===== config.mk =====
export PLATFORM = sky130hd
export DESIGN_NAME = rcs_rate_div
export DESIGN_NICKNAME = d
export VERILOG_FILES = /design/src/rtl/rcs_pkg.sv /design/src/rtl/rcs_rate_div.sv
export SDC_FILE = /design/constraint.sdc
export NUM_CORES = 1
export LEC_CHECK = 0
export BUFFER_PORTS_ARGS = -buffer_cell sky130_fd_sc_hd__buf_2
export CAP_MARGIN = 20
export CORE_MARGIN = 2
export CORE_UTILIZATION = 50
export CTS_CLUSTER_DIAMETER = 200
export DETAILED_ROUTE_END_ITERATION = 10
export PLACE_DENSITY = 0.8
export SKIP_LAST_GASP = 1
export SYNTH_ARGS = -nofsm -noshare
export SYNTH_HDL_FRONTEND = slang
export SYNTH_SLANG_ARGS = --single-unit

===== constraint.sdc =====
create_clock -name aclk -period 7.07 [get_ports aclk]
set_input_delay 0 -clock aclk [delete_from_list [all_inputs] [get_ports aclk]]
set_output_delay 0 -clock aclk [all_outputs]
set_load 0.02 [all_outputs]

===== src/rtl/rcs_pkg.sv =====
package rcs_pkg;

    typedef enum logic [1:0] {
        CMD_ARRIVE     = 2'd0,
        CMD_SERVE      = 2'd1,
        CMD_LOAD_PROF  = 2'd2,
        CMD_LOAD_CLASS = 2'd3
    } cmd_t;

    typedef enum logic [1:0] {
        ST_NONE     = 2'd0,
        ST_DROPPED  = 2'd1,
        ST_QUEUED   = 2'd2,
        ST_RELEASED = 2'd3
    } status_t;

    localparam logic [2:0] REG_HEADER_BITS   = 3'd0;
    localparam logic [2:0] REG_MAX_QUEUE_LEN = 3'd1;
    localparam logic [2:0] REG_MAX_BACKLOG   = 3'd2;
    localparam logic [2:0] REG_WINDOW_SIZE   = 3'd3;
    localparam logic [2:0] REG_MIN_WPB       = 3'd4;
    localparam logic [2:0] REG_MAX_WPB       = 3'd5;
    localparam logic [2:0] REG_PROFILE_COUNT = 3'd6;

    localparam int TS_W      = 48;
    localparam int INS_W     = 17;
    localparam int WAIT_W    = 49;
    localparam int MARK_W    = 16;
    localparam int BACKLOG_W = 63;
    localparam int IN_W      = 160;
    localparam int OUT_W     = 80;
    localparam int CUM_W     = 20;

    // Control of a one-port-write, one-port-read synchronous memory.
    typedef struct packed {
        logic wr_en;
        logic rd_en;
    } mem_ctl_t;

endpackage


===== src/rtl/rcs_rate_div.sv =====
module rcs_rate_div #(
    parameter int NUM_W = 37,
    parameter int DEN_W = 48
) (
    input  logic             aclk,
    input  logic             aresetn,
    input  logic             start,
    input  logic [NUM_W-1:0] dividend,
    input  logic [DEN_W-1:0] divisor,
    output logic             done,
    output logic [NUM_W-1:0] quotient
);
    import rcs_pkg::*;

    localparam int CNT_W = $clog2(NUM_W + 1);

    logic             busy_reg;
    logic             done_reg;
    logic [CNT_W-1:0] cnt_reg;
    logic [NUM_W-1:0] num_reg;
    logic [DEN_W:0]   rem_reg;
    logic [DEN_W-1:0] den_reg;
    logic [DEN_W:0]   rem_sh;
    logic             q_bit;

    // One restoring step per cycle; the dividend shifts out as quotient bits shift in.
    always_comb begin
        rem_sh = {rem_reg[DEN_W-1:0], num_reg[NUM_W-1]};
        q_bit  = (rem_sh >= {1'b0, den_reg});
    end

    always_ff @(posedge aclk) begin
        if (!aresetn) begin
            busy_reg <= 1'b0;
            done_reg <= 1'b0;
        end else begin
            done_reg <= 1'b0;
            if (start) begin
                busy_reg <= 1'b1;
            end else if (busy_reg && cnt_reg == CNT_W'(NUM_W - 1)) begin
                busy_reg <= 1'b0;
                done_reg <= 1'b1;
            end
        end
    end

    always_ff @(posedge aclk) begin
        if (start) begin
            cnt_reg <= '0;
            num_reg <= dividend;
            rem_reg <= '0;
            den_reg <= divisor;
        end else if (busy_reg) begin
            cnt_reg <= cnt_reg + 1'b1;
            num_reg <= {num_reg[NUM_W-2:0], q_bit};
            rem_reg <= q_bit ? (rem_sh - {1'b0, den_reg}) : rem_sh;
        end
    end

    assign done     = done_reg;
    assign quotient = num_reg;

endmodule


==> Word-level counts from Yosys, hierarchy flattened <==
Index checks and enable logic that the tools add are counted.
{ "op_classes": {"magnitude_cmp": 1, "n_reduce_logical": 4, "eq_ne": 1, "n_mux": 6, "bitwise_logic": 1, "addsub": 2} }
{ "ops": {"columns": ["op", "count"], "rows": [
  ["37-bit two-way mux", 2],
  ["49-bit by 48-bit greater-or-equal comparator with 1-bit output", 1],
  ["48-bit two-way mux", 1],
  ["48-bit subtractor", 1],
  ["6-bit by 1-bit adder with 6-bit output, second input constant", 1],
  ["6-bit equality test, second input constant", 1],
  ["2-bit nonzero test", 2],
  ["1-bit two-way mux", 3],
  ["2-bit OR reduction", 1],
  ["1-bit logical AND", 1],
  ["1-bit inverter", 1]
]} }
{ "totals": {"output_inout_bits": 38, "reg_bits": 141, "in_bits": 88} }

==> Depth between registers and ports, before layout <==
{ "depth": {"word_depth": 4, "ltp_mapped": 14, "mapped_depth_nobuf": 12} }

==> Least setup slack after synthesis <==
OpenSTA, ideal clock, no wires.
{ "synth_path": {"path_kind": "register -> register", "start": "reg num_reg[36], in the netlist quotient[36]", "end": "reg rem_reg[42]", "synth_period_minus_slack_ns": 2.772, "arrival_ns": 2.650, "setup_ns": 0.122, "slack_ns": 4.298, "stages_incl_launch_ff": 13, "cell_sequence": "edfxtp_1 -> inv_1 -> ha_1 -> fa_1 -> nor2b_1 -> o31a_1 -> o31a_1 -> o211ai_1 -> nand2_1 -> a21oi_1 -> o31ai_1 -> xor2_1 -> a221o_1"} }
{ "synth_between": {"elab_chain_cells": 2, "elab_cells_between_ends": 3} }
{ "synth_rtl": {"columns": ["element", "line", "text"], "rows": [
  ["start: declaration", "rcs_rate_div.sv:20", "logic [NUM_W-1:0] num_reg;"],
  ["start signal: assignment", "rcs_rate_div.sv:50", "num_reg <= dividend;"],
  ["start signal: assignment", "rcs_rate_div.sv:55", "num_reg <= {num_reg[NUM_W-2:0], q_bit};"],
  ["48-bit subtractor or 49-bit by 48-bit greater-or-equal comparator with 1-bit output (tied branches)", "rcs_rate_div.sv:56, rcs_rate_div.sv:29", null],
  ["48-bit two-way mux (*)", "rcs_rate_div.sv:56", "rem_reg <= q_bit ? (rem_sh - {1'b0, den_reg}) : rem_sh;"],
  ["end signal: assignment", "rcs_rate_div.sv:56", null],
  ["end: declaration", "rcs_rate_div.sv:21", "logic [DEN_W:0] rem_reg;"]
]} }
Mark *: on every way between the ends. The rest lies on a longest branch, timed or not.
A chain may end at the register's enable or synchronous reset.

==> Worst setup path after layout <==
{ "layout_path": {"start": "reg den_reg[35]", "end": "reg rem_reg[45]"} }
{ "layout_between": {"elab_chain_cells": 2, "elab_cells_between_ends": 3} }
{ "layout_rtl": {"columns": ["element", "line", "text"], "rows": [
  ["start: declaration", "rcs_rate_div.sv:22", "logic [DEN_W-1:0] den_reg;"],
  ["start signal: assignment", "rcs_rate_div.sv:52", "den_reg <= divisor;"],
  ["48-bit subtractor or 49-bit by 48-bit greater-or-equal comparator with 1-bit output (tied branches)", "rcs_rate_div.sv:56, rcs_rate_div.sv:29", null],
  ["48-bit two-way mux (*)", "rcs_rate_div.sv:56", null]
]} }
Marks and branches as above.

==> results.md <==
Outcome:
- The flow ran to the end, and the final reports show no timing, DRC or antenna violations.

Synthesis:
- In this run the biggest area consumer among cell types represents 29.3% of the synthesized area.
- Ranked by total cell area, the synthesized netlist is headed by edfxtp_1 (29%), dfxtp_1 (13%), ha_1 (7.2%).
- For this run, asynchronously set or reset flops after synthesis account for 0%.
- The cell area that synthesis handed to floorplanning was about 0.0087 mm2.
- The post-synthesis net count is roughly 1,000.
- The average instance area after synthesis is just under 10 um2.
- The most used standard cell by instance count after synthesis is edfxtp_1.
- The largest area contributor in the netlist is edfxtp_1.
- The predominant post-synthesis flop cell is edfxtp_1.
- After synthesis, the netlist uses 73 different library cells.
- The flip-flop and latch count after synthesis is about 140.
- The yosys synthesis warning count is 0.
- The commonest cells after synthesis are edfxtp_1 (85), nor2_1 (80), inv_1 (63).
- The count of flip-flops with a built-in enable after synthesis is 85.
- Synthesis produced a little under 900 cells.
- The sequential cell area fraction in the yosys report is 42.1%.

STA:
- The transition time at the pin with the least slew margin is about 1.1 ns.
- For the final routed database, the setup TNS stands at 0 ns.
- Clock skew on the completed layout was measured at roughly 0.016 ns.
- The number of hold violations in the final report is 0.
- The number of max-slew violations in the final report is 0.
- Timing would allow up to 261 MHz.
- The worst slew slack as a fraction of its limit is 26.2%.
- The ratio of final minimum period to clock period is 54.3%.
- The final critical-path setup slack is between 3 and 4 ns.
- The final count of negative-setup-slack endpoints is 0.
- After layout, the minimum clock period comes to approximately 3.8 ns.
- Setup repair after global routing left no endpoint under its margin.

Pwr:
- The static leakage is approximately 4.8 nW.
- Summed over all nets, the switching power comes to 733 uW.
- The post-layout total power is 2.37 mW.
- Per report_power, the combinational group accounts for between 20% and 30% of the total.
- The internal power is 1.64 mW.
- The maximum VDD drop is roughly 0.17 mV.
- The switching power as a share of total power is 30.9%.
- The power density normalized to cell area is 218 mW/mm2.
- The clock network burns a little under two fifths of the power.
- Sequential cells burn slightly above 40% of the power.

Setup path:
- The cell with the largest stage delay on the worst path is a21oi_4.
- The data arrival time of the critical path is about 4.2 ns.
- The sort of element at the end of the critical path is a register.
- The startpoint of the most critical register-to-register path is den_reg[35].
- The delay of the slowest critical-path stage is roughly 0.65 ns.
- Measured in cells, the most critical reg-to-reg path has a length of 10.
- In this run the critical register-to-register path is captured at rem_reg[45].
- By startpoint and endpoint, the worst setup path is classified as reg -> reg.
- Traced cell by cell, the critical path runs through inv_1, ha_1, nand4_1, or3_1, nor2_2, o2111ai_1, a21oi_4, buf_4, and2_1, a221o_1.
- The data required time of the worst path is approximately 7.5 ns.
- Of all nets on the critical path, the largest fanout is 30.
- The element type at the critical path start is a register.
- The slack of the worst reg-to-reg path is around 3.2 ns.

Hold path:
- The worst hold path begins at start.
- The worst hold path terminates at den_reg[9].
- Counting instances, the worst hold path has a depth of 1.
- The min-delay analysis places its worst path in the category in -> reg.

Floorplan:
- Measured along the x axis, the die boundary spans ~140 um.
- The initial core utilization is about half.
- The overall die area is roughly 0.019 mm2.
- From bottom edge to top edge, the die measures about 140 um.
- about 130 I/O pins were placed.
- In this run the core area contains 48 standard-cell rows.
- The total area inside the core boundary comes to 0.0172 mm2.

Finish:
- After the last flow step, the layout net total stands at around 1,200.
- The count of inserted antenna diode cells is 0.
- The share of layout cells above drive strength 1 is 20.3%.
- The filler cell count in the final layout is approximately 1,400.
- The signed area change from the synthesized netlist to the final layout is 24.8%.
- In the final layout, the multi-input gates occupy 0.00461 mm2.
- The final core utilization is around 63%.
- The sequential cells in the finished layout cover a total of 0.00367 mm2.

Clock network:
- Clock tree synthesis inserted a total of 17 buffers.
- The CTS tree is yes.
- The TritonCTS sink count is between 100 and 150.
- The clock-pin transition on the worst setup and hold timing paths is ~0.070 ns.
- The clock passes through at most 2 buffers.
- The deepest level of the CTS H-tree is 4.
- At the later pin of the worst-skew pair, clock insertion delay measures around 0.44 ns.
- The tree is rooted in a clkbuf_16.

Detailed routing:
- Detailed routing placed a total of between 1000 and 1500 um of wire on met3.
- The uppermost signal routing layer after detailed routing is met4.
- Using the TritonRoute via totals, the vias-per-cell ratio works out to around 5.6.
- In the final routed layout, each cell accounts on average for 16.7 um.
- The final routed wirelength across all metal layers is ~22,000 um.
- The remaining routing DRC violations is 0.
- The detailed-router iteration count before antenna repair is 5.
- The final antenna-violating net count is 0.
- For this block, wires on met1 add up to 9510 um.
- The violation count after the first detailed-route iteration is roughly 460.
- The vias after detailed routing is between 7,000 and 8,000.
- After detailed routing, the met2 layer carries between 10,000 and 15,000 um of wire.

Global route:
- The number of global-route vias before repair is about 7,300.
- Entering global routing, the biggest net connects 69 pins.
- The total routing resource utilization after global routing is around 24%.
- The initial antenna violation count is 0.
- The overflow left after global routing is 0.
- The global-route wire length before repair is roughly 35,000 um.

Placed design:
- The worst setup slack after placement is approximately 3.3 ns.
- The congestion estimate from routability-driven global placement came to just over 0.9.
- The count of buffers added on input and output ports is between 100 and 150.
- The half-perimeter wire length after placement is 14,700 um.

Flow run:
- Across the run, the number of max-cap violations was 0.
power by group through the flow:
stage,sequential [mW],combinational (mW),clock [mW]
after floorplan,1.01,0.327,0
after global placement,0.993,0.463,0
after detailed placement,0.994,0.472,0
after CTS,0.978,0.510,0.886
after global routing,0.987,0.568,0.914
final,0.980,0.517,0.873
final cells by class:
type | count | area share [%]
multi-input cells | 629 | 42.3
inverters | 64 | 2.21
repair buffers | 215 | 13.9
clock inverters | 15 | 1.31
clock buffers | 17 | 3.91
flip-flops and latches | 141 | 33.7
well taps | 225 | 2.59
metal layers:
layer | vias up | global-route usage [%]
met3 | 36 | 6.30
met2 | 251 | 41.7
met5 | - | 0
met1 | 3425 | 29.4
li1 | 3616 | -
met4 | 0 | 8.33
metrics by stage:
step / std cells / hold slack (ns) / cell area [um2]
2_1_floorplan: 877 / 0.0989 / 8720
3_3_place_gp: 1188 / 0.178 / 9460
3_5_place_dp: 1188 / 0.178 / 9460
4_1_cts: 1306 / 0.187 / 10900
5_1_grt: 1306 / 0.228 / 10900
6_report: 1306 / 0.189 / 10900
kinds of logic after synthesis:
family / after synthesis / share of synthesized area (%)
AOI/OAI and AO/OA: 240 / 20.2
xor gates and xnor gates: 41 / 4.12
adders and majority gates: 51 / 7.40
buffers and inverters: 107 / 5.16
DFF: 141 / 42.1
muxes: 73 / 8.96
and+or+nand+nor: 224 / 12.0
cells in the final DEF (no fill, tap or decap), types with 10 or more instances in the layout:
cell type | synthesis | layout
buf_2 | 11 | 124
and2_1 | 14 | 14
a21oi_1 | 48 | 48
nand3_1 | 13 | 13
nand2_1 | 54 | 54
a21o_1 | 48 | 48
mux2_2 | 37 | 37
nand4_1 | 14 | 14
a221o_1 | 10 | 10
inv_1 | 63 | 63
dlygate4sd3_1 | 0 | 86
o21ai_0 | 17 | 17
mux2i_1 | 35 | 35
a211oi_1 | 29 | 29
a31oi_1 | 12 | 12
nor3_1 | 13 | 13
nor2_1 | 80 | 80
clkbuf_16 | 0 | 17
xor2_1 | 17 | 17
ha_1 | 50 | 50
edfxtp_1 | 85 | 85
xnor2_1 | 24 | 24
dfxtp_1 | 56 | 55
worst max-delay path: cells and delay by family (launching register included):
| kind | cells | cell delay, ns |
|---|---|---|
| adders and majority gates | 1 | 0.48 |
| AOI/OAI and AO/OA | 3 | 1.09 |
| DFF | 1 | 0.32 |
| and+or+nand+nor | 4 | 1.29 |
| buffers and inverters | 2 | 0.58 |
worst max path at each step:
| stage | start | endpoint | cells past startpoint |
|---|---|---|---|
| floorplan | quotient[36] | rem_reg[42] | 12 |
| global placement | den_reg[35] | rem_reg[39] | 10 |
| detailed placement | den_reg[35] | rem_reg[35] | 10 |
| CTS | den_reg[35] | rem_reg[39] | 10 |
| global route | den_reg[1] | rem_reg[39] | 12 |
| finish | den_reg[35] | rem_reg[45] | 10 |
what timing repair did:
action                                 4_1_cts  5_1_grt
hold buffers                                86        0
endpoints found under the hold margin       87        0
resized for setup                            0        0
buffers inserted                             0        0
No activity file was read; power rests on OpenSTA's default activity.
