## src/rtl/rcs_pkg.sv

```systemverilog
package rcs_pkg;

    typedef enum logic [1:0] {
        CMD_ARRIVE     = 2'd0,
        CMD_SERVE      = 2'd1,
        CMD_LOAD_PROF  = 2'd2,
        CMD_LOAD_CLASS = 2'd3
    } cmd_t;

    typedef enum logic [1:0] {
        ST_NONE     = 2'd0,
        ST_DROPPED  = 2'd1,
        ST_QUEUED   = 2'd2,
        ST_RELEASED = 2'd3
    } status_t;

    localparam logic [2:0] REG_HEADER_BITS   = 3'd0;
    localparam logic [2:0] REG_MAX_QUEUE_LEN = 3'd1;
    localparam logic [2:0] REG_MAX_BACKLOG   = 3'd2;
    localparam logic [2:0] REG_WINDOW_SIZE   = 3'd3;
    localparam logic [2:0] REG_MIN_WPB       = 3'd4;
    localparam logic [2:0] REG_MAX_WPB       = 3'd5;
    localparam logic [2:0] REG_PROFILE_COUNT = 3'd6;

    localparam int TS_W      = 48;
    localparam int INS_W     = 17;
    localparam int WAIT_W    = 49;
    localparam int MARK_W    = 16;
    localparam int BACKLOG_W = 63;
    localparam int IN_W      = 160;
    localparam int OUT_W     = 80;
    localparam int CUM_W     = 20;

    // Control of a one-port-write, one-port-read synchronous memory.
    typedef struct packed {
        logic wr_en;
        logic rd_en;
    } mem_ctl_t;

endpackage

```

## src/rtl/rcs_class_mem.sv

```systemverilog
module rcs_class_mem #(
    parameter int ADDR_W = 5
) (
    input  logic                  aclk,
    input  rcs_pkg::mem_ctl_t     ctl,
    input  logic [ADDR_W-1:0]     wr_addr,
    input  logic [ADDR_W-1:0]     rd_addr,
    input  logic [31:0]           wr_data,
    output logic [31:0]           rd_data
);
    import rcs_pkg::*;

    // Each entry: probability in the upper half, urgency and cherish below.
    logic [31:0] mem [2**ADDR_W];

    always_ff @(posedge aclk) begin
        if (ctl.wr_en) begin
            mem[wr_addr] <= wr_data;
        end
        if (ctl.rd_en) begin
            rd_data <= mem[rd_addr];
        end
    end

endmodule

```

## config.mk

```make
export PLATFORM = sky130hd
export DESIGN_NAME = rcs_class_mem
export DESIGN_NICKNAME = d
export VERILOG_FILES = /design/src/rtl/rcs_pkg.sv /design/src/rtl/rcs_class_mem.sv
export SDC_FILE = /design/constraint.sdc
export NUM_CORES = 1
export LEC_CHECK = 0
export BUFFER_PORTS_ARGS = -buffer_cell sky130_fd_sc_hd__buf_2
export CORE_ASPECT_RATIO = 1.25
export CORE_MARGIN = 1.5
export CORE_UTILIZATION = 30
export CTS_CLUSTER_DIAMETER = 80
export DETAILED_ROUTE_END_ITERATION = 10
export GPL_ROUTABILITY_DRIVEN = 0
export SETUP_SLACK_MARGIN = 0.02
export SLEW_MARGIN = 15
export SYNTH_ARGS = -nofsm -noshare
export SYNTH_HDL_FRONTEND = slang
export SYNTH_SLANG_ARGS = --single-unit
```

## constraint.sdc

```tcl
create_clock -name aclk -period 5.3 [get_ports aclk]
set_clock_uncertainty 0.2 [all_clocks]
set_input_delay 0.53 -clock aclk [delete_from_list [all_inputs] [get_ports aclk]]
set_output_delay 0.53 -clock aclk [all_outputs]
set_load 0.01 [all_outputs]
```

## Word-level counts from Yosys, hierarchy flattened

Memory sizes are Yosys's and may differ from the RTL's. A register that Yosys moved wholly into a read port is not among the register bits.
Index checks and enable logic that the tools add are counted.

| storage, ports and cells | value |
|---|---|
| bits of input ports | 45 |
| bits in read-only memories | 0 |
| memory bits (writable) | 1024 |
| memories kept | 1 |
| output and inout port bits | 32 |
| bits in registers | 0 |
| bits in latches | 0 |
| word-level logic and storage cells | 3 |

Memories:

| memory | depth | width | rd ports | clocked after memory_dff | write ports | RTL line | source |
|---|---|---|---|---|---|---|---|
| mem | 32 | 32 | 1 | 1 | 1 | rcs_class_mem.sv:14 | `logic [31:0] mem [2**ADDR_W];` |

| cells by class | value |
|---|---|
| equality and inequality tests | 0 |
| muxes and demuxes | 2 |
| multiply operators | 0 |
| order comparisons | 0 |
| bitwise logic cells | 0 |
| shift-type cells | 0 |
| add/sub/neg operators | 0 |
| reductions and logical operators | 0 |
| div/mod/pow operators | 0 |

Operator list:

| cell | count |
|---|---|
| 1-bit two-way mux | 2 |

## Longest topological paths before layout

Gate-level depths: netlist of the first run.

| depth | value |
|---|---|
| depth after elaboration | 2 |
| depth in mapped cells | 8 |
| depth with buffers taken out | 5 |

## Worst setup path before layout of the first run

Ideal clock, no wire load.

| timing path | value |
|---|---|
| kind | input port to flip-flop |
| from | in wr_addr[1] |
| to | mem mem[12][0] (enable) |
| library setup time | 0.421 ns |
| buffers on the path | 1 |
| data required time | 4.679 ns |
| slack | 2.136 ns |
| arrival time | 2.543 ns |
| cell stages on the path | 3 |
| cells stage by stage | or3b_2 clkbuf_1 nor2_1 |

RTL lines:

| item | RTL line | source |
|---|---|---|
| start, declared | rcs_class_mem.sv:6 | `input logic [ADDR_W-1:0] wr_addr,` |
| end, declared | rcs_class_mem.sv:14 |  |

Straight into the memory's write port.

==> results, run 1 <==
- The kind of critical path is in -> reg.
- The worst-case IR drop observed on VDD is around 0.25 mV.
- Counting distinct cell types in the post-synthesis netlist gives 24.
- The critical path's slowest cell is buf_8.
- Summed over all layers, the global routing overflow is 0.
- The switching part of the total power is a little over a fifth.
- After detailed routing, the total wire length is about 100000 um.
- The number of DRC markers in iteration 0 is 1616.
- A synthesized cell averages 18.1 sq um.
- The top metal layer carrying routed signals is met5.
- In this run the core area contains between 150 and 200 standard-cell rows.
- Counting the buffers created by CTS gives 99.
- The multi-input combinational cell area is ~0.0086 sq mm.
- The Yosys step of the flow raised 0 warnings.
- The max-cap check violation count is 0.
- The clock slew at the register clock pins of the worst setup and hold paths is 60 ps.
- In this run the count of I/O pins placed on the die edge is 77.
- The detailed router put a total of 42200 um of wire on met1.
- After synthesis the netlist holds a flip-flop and latch count of 1056.
- The max-slew violation count came to 0.
- The share of layout cells above drive strength 1 is 13.4%.
- The sequential cells in the finished layout cover a total of 0.0317 sq mm.
- In this run the worst path has a maximum fanout of 95.
- The global-route usage over all layers is between 10% and 20%.
- The highest attainable clock frequency is 360 MHz.
- The detailed-placement wirelength estimate is 59500 um.
- Setup repair after global routing left no endpoint under its margin.
- Of the available clock period, the critical path in the final layout requires roughly 52%.
- The post-synthesis sequential area ratio is 77.7%.
- From left edge to right edge, the die measures roughly 330 um.
- Per report_power, the sequential group accounts for a little over half of the total.
- The cell sitting at the root of the clock tree is a clkbuf_16.
- The area added between synthesis and finish is 14.7%.
- The routed design could run at a clock period as short as 2780 ps.
- The number of failing setup endpoints in the final timing report is 0.
- After technology mapping, the gate count stands at 2260.
- Once the floorplan was initialized, standard cells occupied 30.2% of the core.
- By area the synthesized netlist is led by edfxtp_1 (78%), mux2i_1 (13%), a22oi_1 (1.8%).
- The combinational group share of total power is 5.2%.
- The leading area contributor after synthesis is edfxtp_1.
- In the final routed layout, each cell accounts on average for 24.8 um.
- The net count after synthesis is 2305.
- STA classifies the critical path startpoint as an input pin.
- In this run the tightest slew margin relative to its limit is about a fifth.
- The clock net in this run drives a total of approximately 1.1k sinks.
- In this run the post-CTS setup repair buffer count came out at 0.
- The reported net switching power is roughly 3.7 mW.
- The pin slew with the least headroom to its limit is 1200 ps.
- In this run, the clock network consumes between 40% and 50% of the power.
- In this run the power density over the cells is 367 mW/mm^2.
- The cell-internal power is 13.5 mW.
- The number of nets with antenna violations after routing is 0.
- The number of filler cells placed in the layout is 12.7k.
- The count of hold buffers inserted by post-cts repair is 0.
- Buffers placed on the I/O ports in this run total 76.
- The clock tree from TritonCTS is done.
- The slack of the critical path is 2520 ps.
- The die covers about 0.14 sq mm.
- The vias per cell is 4.97.
- The remaining routing DRC violations is 0.
- For this run, the detailed router's first-pass iteration total came to 5.
- The number of gates resized after cts is 0.
- Entering global routing, the biggest net connects 105 pins.
- The run finished with clean final reports.
- The floorplan step defined a core boundary enclosing 0.135 sq mm.
- For the worst setup path, the data arrival time is 2980 ps.
- The count of vias placed by the detailed router is 20.9k.
- The minimum setup slack after placement is 1900 ps.
- The wire length of the first global-routing pass is 151000 um.
- The cell area after synthesis is 0.0408 sq mm.
- The worst setup slack for register-to-register paths is roughly 3500 ps.
- The final-report hold violation count is 0.
- The path type of the worst min-delay path is in -> reg.
- The total number of H-tree levels is 3.
- The worst setup path is captured at a flop.
- The met2 layer wire length in the routed design is 55000 um.
- STA puts the critical path data required time at 5500 ps.
- On the worst path, the slowest cell contributes a delay of approximately 740 ps.
- Traced cell by cell, the critical path runs through buf_8, buf_12, mux2i_1, a22o_1, nor3_1, a31oi_1, nand3_1.
- The longest clock path from root to sink contains 3 buffers.
- The die is 415 um tall.
- The static leakage power is 15.9 nW.
- The via count of the first global-routing pass came to 21.2k.
- The clock reaches the later pin of the worst-skew pair after 670 ps.
- The setup TNS is 0 ps.
- The net total in the final layout is 2419.
- After detailed routing, the met3 layer carries about 4700 um of wire.
- The number of antenna violations at the first check in global routing came to 13.
- The top cell type by area accounts for between 70 and 80% of the synthesized area.
-- flip-flops by register name (all words and copies together) (netlist names) --
signal,flops
mem,1024
rd_data,32
-- logic make-up after synthesis --
group | after synthesis | share of synthesized area, %
simple gates | 277 | 3.08
compound gates | 288 | 4.81
buf+inv | 127 | 1.85
flops | 1056 | 77.7
mux | 512 | 12.6
-- metrics by stage --
step	utilization, %	cell area, sq um	total power, mW	std cells	hold WS (ps)
after global routing	34.6	46800	17.7	4211	166
final	34.6	46800	17.2	4213	162
after global placement	32.2	43500	10.4	4024	453
after floorplan	-	40800	10.0	2260	429
after CTS	34.6	46800	17.3	4210	120
after detailed placement	32.3	43700	10.4	4032	470
-- cell type report --
class | instances | area share [%]
sequential | 1056 | 67.8
antenna | 3 | 0.0160
multi-input combinational | 1077 | 18.4
timing repair buffer | 140 | 2.45
tap | 1759 | 4.70
clock buffer | 115 | 5.51
clock inverter | 63 | 1.16
-- power groups by stage --
stage                     clock network [mW]  registers (mW)  logic, mW
after floorplan                            0            9.54      0.480
after global placement                     0            9.55      0.884
after detailed placement                   0            9.55      0.895
after CTS                               7.03            9.37      0.897
after global routing                    7.34            9.37      0.948
final                                   6.90            9.36      0.885
-- synth_stat cells (all sizes together) --
| cell | number |
|---|---|
| buf | 79 |
| nand3b | 5 |
| nor2b | 1 |
| or2 | 1 |
| a21oi | 96 |
| nand2b | 2 |
| edfxtp | 1056 |
| or3 | 1 |
| nand3 | 98 |
| a31oi | 32 |
| a22o | 64 |
| nand2 | 98 |
| nor2 | 34 |
| or3b | 3 |
| nor3 | 32 |
| a22oi | 96 |
| and2 | 1 |
| mux2i | 512 |
| clkbuf | 48 |
| and2b | 1 |
-- cell usage in the layout (no fill, tap or decap), drive strengths merged --
cell and count:
a31oi 32, edfxtp 1056, nor2b 1, clkbuf 115, buf 140, nand3 98
nand2 98, clkinvlp 2, or2 1, clkinv 48, a21oi 96, and2 1
or3b 3, a22oi 96, or3 1, mux2i 512, and2b 1, nand3b 5
diode 3, a22o 64, nor2 34, nor3 32, inv 5, nand2b 2
bufinv 8
-- critical path, delay by kind of cell --
| kind | cells | cell delay (ps) |
|---|---|---|
| simple gates | 2 | 160 |
| buf+inv | 2 | 1250 |
| mux | 1 | 430 |
| compound gates | 2 | 450 |
-- routing by layer --
layer  up-vias  GRT usage, %
met3       151          2.19
met1     10990          18.3
met4        18          4.77
met2       530          26.9
met5         -             0
li1       9229             -
-- path summary, 6_finish.rpt --
| path | startpoint | depth (start not counted) | endpoint |
|---|---|---|---|
| worst max-delay path | rd_addr[0] | 7 | rd_data[4] |
| worst min-delay path | wr_data[13] | 1 | mem[5][13] |
| worst max register to register | mem[0][11] | 5 | rd_data[11] |
| worst min register to register | mem[26][26] | 4 | rd_data[26] |
Power figures use the tool's default switching activity.
==> inputs of run 2 (changes only) <==
- clock period: 5.3 -> 2.85 ns (I/O delays scaled with it)
==> results, run 2 (synthesized netlist as in run 1, its figures left out) <==
- The sort of element at the end of the critical path is an output pin.
- Counting along the longest clock path gives a buffer depth of 3.
- The worst supply voltage drop on vdd is 0.450 mV.
- The startpoint identified for the worst hold timing path is wr_addr[0].
- The maximum net fanout on the critical path is 1.
- The top cell types in the final layout, fill and taps aside, are edfxtp_1 (1056), mux2i_1 (512), nand3_1 (98).
- The total routed wirelength is 104000 um.
- The number of filler cells placed in the layout is 12.6k.
- The horizontal die dimension is ~330 um.
- Buffers added to address setup during post-CTS repair amount to 0.
- Once placement completed, the tool counted placed cells totaling between 4k and 5k.
- The slack of the critical path is 970 ps.
- The static leakage power is 16.2 nW.
- The full die area is 0.138 sq mm.
- The first global-routing pass estimated 149000 um of wire.
- Summing over every cut layer, the via total after detailed routing is ~21k.
- Ranked by flip-flop count, first place goes to mem.
- Setup repair after global routing left no endpoint under its margin.
- Global routing used between 10% and 20% of the available tracks across all layers.
- Entering global routing, the biggest net connects 74 pins.
- The number of antenna violations at the first check in global routing is 6.
- The post-route cell area is 0.0476 sq mm.
- The worst setup path startpoint is rd_data[27].
- The post-route non-filler standard cell count is 4285.
- After detailed routing, the average wire length per cell comes to 24.2 um.
- TritonCTS built the clock tree.
- By startpoint and endpoint, the worst setup path is classified as reg -> out.
- The library cell used most frequently in the layout, excluding fill and tap cells, is edfxtp_1.
- In this run the worst hold path is classified as in -> reg.
- The number of gates resized after cts is 0.
- The total cell area at the placement stage is 0.0444 sq mm.
- The data arrival time of the worst path is 1390 ps.
- The number of buffers and inverters on the critical path is 1.
- The worst path in the final design needs a cycle of 1880 ps, including I/O delays and setup.
- The final-report hold violation count is 0.
- The register with the most flip-flops in the layout has 1024 of them.
- Clock-pin slew was measured on the worst setup and hold paths at ~60 ps.
- The initialized floorplan defines 151 standard-cell rows.
- The critical path's slowest cell is edfxtp_1.
- In this design, the stage delay of the slowest critical-path cell is approximately 520 ps.
- Timing would allow up to 532 MHz.
- The post-route netlist has 14.0% of its cells at a drive strength greater than 1.
- The initial utilization of the core area, before any placement, comes to between 30% and 40%.
- The top-level I/O count is 77.
- The global route total overflow is 0.
- The flip-flop and latch area is 0.0317 sq mm.
- Clock latency on the worst-skew pair, taken at its later pin, is 690 ps.
- For this run, design rule violations remaining after detail routing come to 0.
- The flow ran to the end, and the final reports show no timing, DRC or antenna violations.
- The die is 415 um tall.
- The first routing iteration left 1740 violations.
- Compared with the post-synthesis result, the final layout area differs by 16.6%.
- The required time of the critical path is 2370 ps.
- Before CTS, the worst setup slack after placement is about 400 ps.
- Traced cell by cell, the critical path runs through buf_2.
- STA classifies the critical path startpoint as a flop.
- For this run, the post-layout net count is 2497.
- The power per standard cell area is around 650 mW/mm^2.
- The relative slew slack is 52.4%.
- Cells fill 35.2% of the core in the end.
- For this design, the sink count on the clock tree is 1056.
- For the pin with the worst max-slew slack, the measured transition is 714 ps.
- The number of failing setup endpoints in the final timing report is 0.
- The number of inserted diodes is 0.
- Summing all multi-input logic gate instances after layout gives around 0.0086 sq mm.
- The placeable core region is 0.135 sq mm.
- The length of the first detailed-routing pass in iterations is 5.
- The via count of the first global-routing pass came to 21.0k.
- The max-slew violation count is 0.
- In the final layout, the registers with the most flip-flops are mem (1024), rd_data (32).
- The share of the clock period used by the worst path after layout is between 60% and 70%.
- The startpoint of the worst-slack reg-to-reg timing path is mem[3][26].
- The completed layout was analyzed and its total power is 31.2 mW.
- The total number of H-tree levels is 3.
- Summed over all nets, the half-perimeter wirelength after detailed placement is 58700 um.
- The clock buffer count from CTS is 94.
- The number of I/O port buffers is 76.
- The clock tree root buffer cell is clkbuf_16.
- On the critical path the largest part of the delay comes from flip-flops.
- The tool flagged a number of max-cap violations equal to 0.
- Using the TritonRoute via totals, the vias-per-cell ratio works out to around 4.9.
- The detail route stage leaves a number of antenna-violating nets equal to 0.
run 2: changes by cell type in the layout (fill, tap and decap cells not counted), sizes merged:
cell,before,now
inv,5,4
dlygate4sd3,0,33
diode,3,0
buf,140,190
clkinv,48,44
bufinv,8,5
run 2: what timing repair did:
action / 4_1_cts / 5_1_grt
endpoints found under the hold margin: 1035 / 0
endpoints found under the setup margin: 0 / 0
hold buffers: 33 / 0
run 2: layout make-up:
class	count	share of cell area [%]
tap	1759	4.62
timing repair buffer	223	4.68
multi-input combinational	1077	18.1
sequential	1056	66.6
clock buffer	115	5.15
clock inverter	55	0.839
run 2: path summary, 6_finish.rpt:
kind | endpoint | slack, ps | cells after the start
max | rd_data[27] | 970 | 1
min reg2reg | rd_data[0] | 470 | 4
max reg2reg | rd_data[26] | 1160 | 5
min | mem[21][2] | 130 | 4
run 2: power by group:
part / switching [mW] / internal, mW
clock: 5.49 / 6.57
sequential: 0.0803 / 17.3
combinational: 1.10 / 0.603
total: 6.67 / 24.5
run 2: per-stage QoR:
| stage | hold WS (ps) | setup TNS, ps |
|---|---|---|
| detailed placement | 453 | 0 |
| finish | 132 | 0 |
| floorplan | 184 | -16750 |
| global placement | 459 | 0 |
| global route | 136 | 0 |
| CTS | 91.0 | 0 |
run 2: layer usage:
| layer | global-route usage [%] | up-vias | routed length [um] |
|---|---|---|---|
| li1 | - | 9390 | - |
| met1 | 17.9 | 10993 | 41500 |
| met2 | 26.8 | 523 | 54700 |
| met3 | 1.96 | 160 | 4430 |
| met4 | 5.07 | 10 | 2990 |
| met5 | 0 | - | 69 |
==> inputs of run 3 (changes only) <==
- ABC_AREA: not set -> 1
- clock period: 2.85 -> 1.75 ns (I/O delays scaled with it)
==> results, run 3 <==
- The flow ran to the end, but the final reports show violations.
- The final reports fail on setup timing.
- The via count of the first global-routing pass is 27.5k.
- The sequential share of power is 52.0%.
- After synthesis, the largest family of logic cells by area is simple AND/OR/NAND/NOR gates.
- The worst setup path startpoint is rd_data[10].
- The first TritonRoute pass finished after 5 iterations.
- The required time of the critical path is 1370 ps.
- The count of clock tree sinks is 1056.
- Of the total power, the share spent switching nets is between 20% and 30%.
- The analysis attributes to cell leakage a power of between 15 and 20 nW.
- The full die area is around 0.14 sq mm.
- The register with the most flip-flops in the layout has 1024 of them.
- In this run the tightest slew margin relative to its limit is between 50 and 60%.
- The vias per cell is 4.89.
- For the worst-skew pair, the clock arrives at the later sink with an insertion delay of 700 ps.
- The number of filler cells placed in the layout is 13.4k.
- The number of antenna violations at the first check in global routing is 12.
- Walking the worst path, the cells encountered are buf_2.
- Counting both buffers and inverters, the worst setup path holds a total of 1.
- The count of vias placed by the detailed router is 28.1k.
- The site row count is between 150 and 200.
- For the pin with the worst max-slew slack, the measured transition is 626 ps.
- The cell-internal power is 42.3 mW.
- For this design the top-level I/O count stands at between 70 and 80.
- In this run the power spent charging and discharging nets is 12.2 mW.
- The combinational group share of total power is roughly 7.0%.
- In this run the vertical extent of the chip is 425 um.
- Of all nets on the critical path, the largest fanout is 1.
- Counting I/O delays and the setup requirement, the final critical path takes 1810 ps.
- The post-synthesis sequential element count is 1056.
- The clock buffer count from CTS is 98.
- The highest attainable clock frequency is roughly 550 MHz.
- The met1 wire length is 49600 um.
- mem holds more flip-flops than any other register.
- The worst supply voltage drop on vdd is 0.782 mV.
- In the detailed route, the total length drawn on met3 is 7940 um.
- The number of placed cells counting well taps is 5534.
- In this run the mean area of a mapped cell was 12.1 sq um.
- The synthesized design devotes to its leading area cell type 74.2% of total area.
- The max-slew violation count is 0.
- In this run the power density over the cells is 1060 mW/mm^2.
- Clock-pin slew was measured on the worst setup and hold paths at 70 ps.
- The async set-or-reset flop fraction in the synthesized netlist is 0%.
- Counting every instance in the synthesized netlist gives 3536.
- Data arrives at the worst endpoint at 1440 ps.
- The kind of critical path is reg -> out.
- For this run, the total global-route usage over all layers was measured as 16.9%.
- The clock passes through at most 3 buffers.
- The final-report hold violation count is 0.
- For this run, the register share of the synthesized area comes to 74.2%.
- The total routed wirelength is 123000 um.
- The family with the most delay on the worst path is flip-flops.
- The number of I/O port buffers is 76.
- The fraction of power consumed by the clock network is 41.0%.
- The starting density of the core is a little under a third.
- Excluding fillers, the count of instances in the completed layout stands at ~5.8k.
- The post-route netlist has around 14% of its cells at a drive strength greater than 1.
- The global route total overflow is 0.
- The placeable core region is 0.141 sq mm.
- The final core utilization is about 37%.
- The worst hold slack across all endpoints is approximately 43 ps.
- In the layout the commonest cells are nand2_1 (1440), edfxtp_1 (1056), nand3_1 (776).
- The number of nets with antenna violations after routing is 0.
- The share of the clock period used by the worst path after layout is 103%.
- The largest registers in the layout are mem (1024), rd_data (32).
- The critical path's slowest cell is edfxtp_1.
- The path type of the worst min-delay path is in -> reg.
- Compared with the post-synthesis result, the final layout area differs by 20.7%.
- Entering global routing, the biggest net connects 56 pins.
- The total power after layout is 54.5 mW.
- The dominant cell by count in the synthesized netlist is nand2_1.
- For this run, design rule violations remaining after detail routing come to 0.
- The leading area contributor after synthesis is edfxtp_1.
- The per-cell routed wire length is 21.5 um.
- Counting instances in the post-synthesis netlist gives the leading cell types as nand2_1 (1440), edfxtp_1 (1056), nand3_1 (780).
- Multiplexer cells account for 0% of the synthesized area.
- The worst register-to-register path begins at mem[5][21].
- The clock tree root buffer cell is clkbuf_16.
- Of the total synthesized cell area, the portion taken by XOR and XNOR cells is 0%.
- The number of DRC markers in iteration 0 is about 2.7k.
- The commonest register cell after synthesis is edfxtp_1.
- STA classifies the critical path endpoint as an output pin.
- The number of nets in the synthesized netlist is 3581.
- Across the run, the number of max-cap violations was 0.
- The startpoint identified for the worst hold timing path is wr_addr[4].
- The H-tree was split into 3 levels.
- The clock tree from TritonCTS is done.
- Summing the areas of all compound-gate instances in the mapped netlist gives 0% of the synthesized area.
- After synthesis, the cell types taking the most area are edfxtp_1 (74%), nand2_1 (13%), nand3_1 (9.1%).
- The simple logic cell fraction of the synthesized area is 22.1%.
- Detailed placement finished with a half-perimeter wire length of approximately 74000 um.
- Detailed routing placed a total of 62100 um of wire on met2.
- The die is 341 um wide.
- The library cell used most frequently in the layout, excluding fill and tap cells, is nand2_1.
- The top metal layer carrying routed signals is met5.
- The wire length of the first global-routing pass is 182000 um.
- The number of different library cells in the post-synthesis netlist is 13.
- The Yosys step of the flow raised 0 warnings.
- The kind of start point of the critical path is a flop.
- The delay contributed by the slowest stage of the critical path is 530 ps.
- In the final design database the tool counted ~3.8k nets.
- The number of synthesized flops with an enable pin is 1056.
- Setup slack on the critical path of the routed design comes to -60.3 ps.
- Summing the areas of all fa, ha and maj instances in the mapped netlist gives 0% of the synthesized area.
- Setup repair after global routing could not meet its margin everywhere.
- The cell area after synthesis is 0.0427 sq mm.
- Setup violations remaining at the end of the flow were counted as 8.
==> run 3: changes by cell type in the layout (fill, tap and decap cells not counted), moves of 11 or more <==
cell / previous run / this run
a21oi_1: 96 / 0
nand2_1: 97 / 1440
a31oi_1: 32 / 0
a22oi_1: 96 / 0
buf_4: 62 / 141
buf_12: 52 / 128
clkinv_2: 14 / 25
nor3_1: 32 / 0
mux2i_1: 512 / 0
bufinv_16: 5 / 16
a22o_1: 64 / 0
nand3_1: 98 / 776
==> run 3: per-layer routing <==
layer,up-vias,global-route usage [%]
met5,-,0
met4,12,5.59
met3,216,2.61
met2,1005,29.5
met1,13986,21.4
li1,12915,-
==> run 3: kinds of logic after synthesis <==
family | after synthesis
and+or+nand+nor | 2252
DFF | 1056
buffers and inverters | 228
==> run 3: worst paths after layout <==
path	end	slack [ps]	cells after the start
worst max-delay path	rd_data[10]	-60	1
worst min-delay path	mem[29][11]	40	5
worst max register to register	rd_data[21]	200	8
worst min register to register	rd_data[23]	620	8
==> run 3: through the flow <==
| step | cell area [sq um] | setup slack (ps) | setup TNS, ps |
|---|---|---|---|
| after floorplan | 43000 | -10.4 | -3210 |
| after global placement | 47900 | -151 | -2460 |
| after detailed placement | 47900 | -177 | -2500 |
| after CTS | 51600 | -136 | -927 |
| after global routing | 51600 | -81.2 | -559 |
| final | 51600 | -60.3 | -255 |
==> run 3: layout make-up <==
| class | instances | area (sq um) | share of cell area [%] |
|---|---|---|---|
| Clock inverter | 75 | 812 | 1.57 |
| Antenna cell | 4 | 10.0 | 0.0194 |
| Tap cell | 1872 | 2340 | 4.54 |
| Timing Repair Buffer | 379 | 4390 | 8.52 |
| Clock buffer | 109 | 2510 | 4.88 |
| Sequential cell | 1056 | 31700 | 61.5 |
| Multi-Input combinational cell | 2252 | 9710 | 18.8 |
| Inverter | 10 | 67.6 | 0.131 |
==> run 3: power groups by stage <==
| stage | Combinational [mW] | Clock (mW) | Sequential [mW] |
|---|---|---|---|
| detailed placement | 3.72 | 0 | 28.9 |
| global route | 4.16 | 23.5 | 28.4 |
| floorplan | 1.98 | 0 | 28.9 |
| CTS | 3.82 | 22.7 | 28.4 |
| finish | 3.80 | 22.3 | 28.3 |
| global placement | 3.68 | 0 | 28.9 |
==> run 3: timing repair <==
action                                 4_1_cts  5_1_grt
setup endpoints to repair                   17       13
gates resized for setup                      5        0
endpoints found under the hold margin     1087        0
hold buffers                                35        0
buffers inserted                             0        0
cloned                                       0        0
